$ cat src/rtl/assert_macros.svh
// ----------------------------------------------------------------------------
// assert_macros
// Assertion helpers included by the RTL file that carries checks.
// ----------------------------------------------------------------------------
`ifndef ASSERT_MACROS_SVH
`define ASSERT_MACROS_SVH

// Check a property on every rising edge, held off while reset is high.
`define ASSERT_CLK_RST(label, clk, rst, prop) \
  label: assert property (@(posedge clk) disable iff (rst) prop) \
    else $error("assertion failed: check the controller sequencing");

// Check a property on every rising edge, reset included.
`define ASSERT_CLK(label, clk, prop) \
  label: assert property (@(posedge clk) prop) \
    else $error("assertion failed: check the reset sequencing");

`endif

$ cat src/rtl/lcdfb_pkg.sv
// ----------------------------------------------------------------------------
// lcdfb_pkg
// Panel geometry, register offsets, codes and control types shared by the
// monochrome LCD frame store controller.
// ----------------------------------------------------------------------------
`default_nettype none

package lcdfb_pkg;

  localparam int PANEL_WIDTH   = 320;
  localparam int PANEL_HEIGHT  = 240;
  localparam int REFRESH_DELAY = 500;

  localparam int FRAME_BYTES   = (PANEL_WIDTH * PANEL_HEIGHT) / 8;
  localparam int ROW_BYTES     = PANEL_WIDTH / 8;
  localparam int FRAME_AW      = (FRAME_BYTES > 1) ? $clog2(FRAME_BYTES) : 1;

  localparam int SCRATCH_COUNT = 64;
  localparam int SCRATCH_AW    = 6;

  // Sweep covers the frame store and the scratch registers together.
  localparam int CLEAR_COUNT   = (FRAME_BYTES > SCRATCH_COUNT) ? FRAME_BYTES : SCRATCH_COUNT;
  localparam int CLEAR_AW      = $clog2(CLEAR_COUNT);

  localparam logic [1:0] OP_READ  = 2'd0;
  localparam logic [1:0] OP_WRITE = 2'd1;
  localparam logic [1:0] OP_TICK  = 2'd2;

  localparam logic [7:0] ADDR_STATUS      = 8'h00;
  localparam logic [7:0] ADDR_DATA_READ   = 8'h08;
  localparam logic [7:0] ADDR_POWER       = 8'h44;
  localparam logic [7:0] ADDR_DATA_WRITE  = 8'h48;
  localparam logic [7:0] ADDR_CURSOR_HIGH = 8'h4c;
  localparam logic [7:0] ADDR_CURSOR_LOW  = 8'h50;
  localparam logic [7:0] ADDR_MODE        = 8'h54;

  localparam logic [7:0] MODE_ROW_BACK = 8'hd8;
  localparam logic [7:0] MODE_FORWARD  = 8'h01;
  localparam logic [7:0] STATUS_VALUE  = 8'h20;

  typedef enum logic [1:0] {
    ST_CLEAR,
    ST_IDLE,
    ST_EXEC
  } state_t;

  typedef struct packed {
    logic clear_en;
    logic accept;
    logic commit;
  } ctrl_cmd_t;

  typedef struct packed {
    logic clear_last;
  } dp_status_t;

endpackage

`default_nettype wire

$ cat src/rtl/lcdfb_controller.sv
// ----------------------------------------------------------------------------
// lcdfb_controller
// Sequences the clearing sweep after reset, then one word at a time through
// a read on acceptance and a stallable commit; owns the result valid flag.
// ----------------------------------------------------------------------------
`default_nettype none

module lcdfb_controller (
  input  wire logic                  clk,
  input  wire logic                  rst,
  input  wire logic                  in_valid,
  output logic                       in_ready,
  output logic                       out_valid,
  input  wire logic                  out_ready,
  input  wire lcdfb_pkg::dp_status_t status,
  output lcdfb_pkg::ctrl_cmd_t       cmd
);

  lcdfb_pkg::state_t state;
  lcdfb_pkg::state_t state_next;
  logic              slot_free;

  assign slot_free = !out_valid || out_ready;

  always_comb begin
    state_next = state;
    unique case (state)
      lcdfb_pkg::ST_CLEAR: begin
        if (status.clear_last) state_next = lcdfb_pkg::ST_IDLE;
      end
      lcdfb_pkg::ST_IDLE: begin
        if (in_valid) state_next = lcdfb_pkg::ST_EXEC;
      end
      lcdfb_pkg::ST_EXEC: begin
        // hold until the result register can take the word
        if (slot_free) state_next = lcdfb_pkg::ST_IDLE;
      end
      default: state_next = lcdfb_pkg::ST_CLEAR;
    endcase
  end

  always_comb begin
    in_ready     = (state == lcdfb_pkg::ST_IDLE);
    cmd.clear_en = (state == lcdfb_pkg::ST_CLEAR);
    cmd.accept   = (state == lcdfb_pkg::ST_IDLE) && in_valid;
    cmd.commit   = (state == lcdfb_pkg::ST_EXEC) && slot_free;
  end

  always_ff @(posedge clk) begin
    if (rst) begin
      state     <= lcdfb_pkg::ST_CLEAR;
      out_valid <= 1'b0;
    end else begin
      state <= state_next;
      if (cmd.commit) begin
        out_valid <= 1'b1;
      end else if (out_ready) begin
        out_valid <= 1'b0;
      end
    end
  end

endmodule

`default_nettype wire

$ cat config.mk
export PLATFORM = sky130hd
export DESIGN_NAME = lcdfb_controller
export DESIGN_NICKNAME = d
export VERILOG_FILES = /design/src/rtl/assert_macros.svh /design/src/rtl/lcdfb_pkg.sv /design/src/rtl/lcdfb_controller.sv
export SDC_FILE = /design/constraint.sdc
export NUM_CORES = 1
export LEC_CHECK = 0
export BUFFER_PORTS_ARGS = -buffer_cell sky130_fd_sc_hd__buf_4
export CAP_MARGIN = 20
export CORE_AREA = 3 3 40 42
export CTS_CLUSTER_SIZE = 30
export DETAILED_ROUTE_END_ITERATION = 8
export DIE_AREA = 0 0 43 45
export GPL_ROUTABILITY_DRIVEN = 0
export PLACE_DENSITY = 0.42
export SKIP_LAST_GASP = 1
export SYNTH_ARGS = -nofsm -noshare
export SYNTH_HDL_FRONTEND = slang
export SYNTH_SLANG_ARGS = --single-unit
$ cat constraint.sdc
create_clock -name clk -period 1.4 [get_ports clk]
set_input_delay 0.07 -clock clk [delete_from_list [all_inputs] [get_ports clk]]
set_output_delay 0.07 -clock clk [all_outputs]
set_load 0.01 [all_outputs]
==> summary.md <==
| Metric | Value |
|---|---|
| CP delay by family, top | flip-flops |
| Commonest cells after routing, fill and taps aside | buf_4, clkbuf_4, dfxtp_1, nor2_1, and3b_2 |
| Seq/Total Area, Yosys | 37.8% |
| Outcome | finished, final reports clean |
| Final setup vio count | 0 |
| Max Freq | 828 MHz |
| Die Height | 45 µm |
| Final net count | 35 |
| First-pass GRT wire length | 676 µm |
| Fin util | 21.1% |
| Antenna Nets Post-Route | 0 |
| Unique cell type count in the Yosys netlist | 12 |
| Slew margin rel. | 83.5% |
| Tightest Pin Transition | 0.244 ns |
| Most common cell after layout, fill and taps aside | buf_4 |
| WP buf/inv | 1 |
| Hold Buf Count CTS | 0 |
| Clock Path Buffers | 2 |
| Synthesis Warnings | 0 |
| Die Wd | 43 µm |
| Mapped Avg Cell Area | 9.93 µm² |
| Placed Area | 245 µm² |
| Vias | 169 |
| Clock Latency Late Sink | 0.23 ns |
| Total GRT Usage | 5.32% |
| Core Region | 1280 µm² |
| Vias per cell | 3.84 |
| IO Pins | 10 |
| Post CTS Setup Buffer Count | 0 |
| HP Start | rst |
| Register area | 60.1 µm² |
| H-tree depth | 1 |
| Area added between synthesis and finish | 70.9% |
| Peak supply drop | 0.000219 V |
| Post-Route WL | 423 µm |
| Max Slew Vio Count | 0 |
| Cell count after synthesis | 16 |
| Yosys reg bits | 3 |
| Buffers on Ports | 9 |
| Tcrit/Tclk final | 86.3% |
| Pin count of the biggest net entering global routing | 9 |
| WL/cell | 9.61 µm |
| Initial DRC count | 1 |
| Comb power frac | 15.9% |
| Die ar. | 1940 µm² |
| Worst EP arrival | 1.14 ns |
| Initial Utilization | 12.4% |
| Final instance area | 272 µm² |
| Total CTS buffers | 3 |
| Unrepaired setup endpoints after global routing | false |
| Row count | 13 |
| Pwr/cell area | 1070 nW/µm² |
| Part of the power in registers | 33.4% |
| Post-CTS Resized | 0 |
| Grt total ovfl | 0 |
| Hold crit path type | input pin to flip-flop |
| Syn Nets | 21 |
| Final hold vios | 0 |
| Worst Setup SP | state[1]$_SDFFE_PP0P_ |
| CP endpoint kind | output pin |
| Setup crit start kind | flip-flop |
| Clock-pin slew on the worst setup and hold paths | 0.04 ns |
| CP Class | flip-flop to output pin |
| CTS tree | yes |
| Pint | 226 µW |
| Reg-to-Reg Start | state[1]$_SDFFE_PP0P_ |
| Sw power | 65.0 µW |
| Final TNS setup | 0 ns |
| Cells after DPL | 40 |
| Root Buffer | clkbuf_4 |
| Slowest-stage cell, CP | dfxtp_1 |
| Worst EP required | 1.33 ns |
| Clock power share | 50.8% |
| Non-Filler Instances | 44 |
| Maxcap violations | 0 |
| Worst-path fanout max | 8 |
| Leakage power | 0.000121 µW |
| ANT cells | 0 |
| HPWL Detailed | 332 µm |
| Switching share of power | 22.3% |
| Vias in the first global route | 162 |
| Initial antenna violation count | 0 |
| Worst-path cell chain | or2b_1 -> nor2b_1 -> buf_4 |
| Fill cells | 148 |
| Cell Area, Synth | 159 µm² |
| Min Tclk post-route | 1.21 ns |
| Sink Count | 3 |
| Total iterations of the first detailed-routing run | 2 |
| Multi-input gate area | 98.8 µm² |
| Share of layout cells above drive strength 1 | 51.7% |
| # DRC | 0 |
| Final setup skew | 0.00258 ns |
| Max incr delay on CP | 0.41 ns |
power by group through the flow:
stage | logic [µW] | clock network [µW] | registers, µW
2_1_floorplan | 19.6 | 0 | 97.2
3_3_place_gp | 46.2 | 0 | 98.4
3_5_place_dp | 46.7 | 0 | 98.7
4_1_cts | 46.9 | 158 | 97.2
5_1_grt | 48.8 | 168 | 98.7
6_report | 46.3 | 148 | 97.2
worst paths after layout:
kind | endpoint | slack [ns] | cells after the start
max | cmd[0] | 0.19 | 3
min | out_valid$_SDFFE_PP0P_ | 0.03 | 2
max reg2reg | state[0]$_SDFFE_PP0P_ | 0.34 | 2
min reg2reg | out_valid$_SDFFE_PP0P_ | 0.51 | 2
cell type report:
class | instances | share of cell area (%)
sequential | 3 | 22.1
tap | 15 | 6.91
clock buffer | 4 | 9.68
multi-input combinational | 13 | 36.4
timing repair buffer | 9 | 24.9
worst register-to-register path, cell delays in order, from the launching register on:
cell and delay [ns]:
dfxtp_1 0.35, or4b_1 0.54, o41ai_1 0.07
state kept, by name, summed over array words and instances, names as in the netlist:
name       count
state          2
out_valid      1
per-stage QoR:
step	setup slack (ns)	total power, µW	hold WS (ns)
floorplan	0.412	117	0.139
global placement	0.378	145	0.263
CTS	0.176	302	0.0205
detailed placement	0.354	145	0.268
finish	0.192	291	0.0278
global route	0.122	316	0.0114
synthesized netlist by cell type (all sizes together):
cell | count | share of area, %
nor4bb | 1 | 6.3
nor2b | 1 | 3.9
o41ai | 1 | 5.5
nor2 | 2 | 4.7
dfxtp | 3 | 38
a21oi | 1 | 3.1
or2b | 1 | 4.7
nand2b | 1 | 3.9
o21ba | 1 | 6.3
and3b | 2 | 13
or4b | 1 | 6.3
and2b | 1 | 4.7
cells by family after synthesis:
group,share of synthesized area (%)
AND/OR/NAND/NOR,47.3
flip-flops,37.8
AO/OA/AOI/OAI,15.0
layer usage:
metal | GRT usage (%) | wire length, µm | up-vias | part of all wire (%)
met5 | 0 | 0 | - | 0
met4 | 5.42 | 0 | 0 | 0
met3 | 5.58 | 83 | 0 | 20
met2 | 5.69 | 152 | 10 | 36
met1 | 5.29 | 186 | 74 | 44
li1 | - | - | 85 | -
Note: power is estimated with default switching activity, not from simulation.
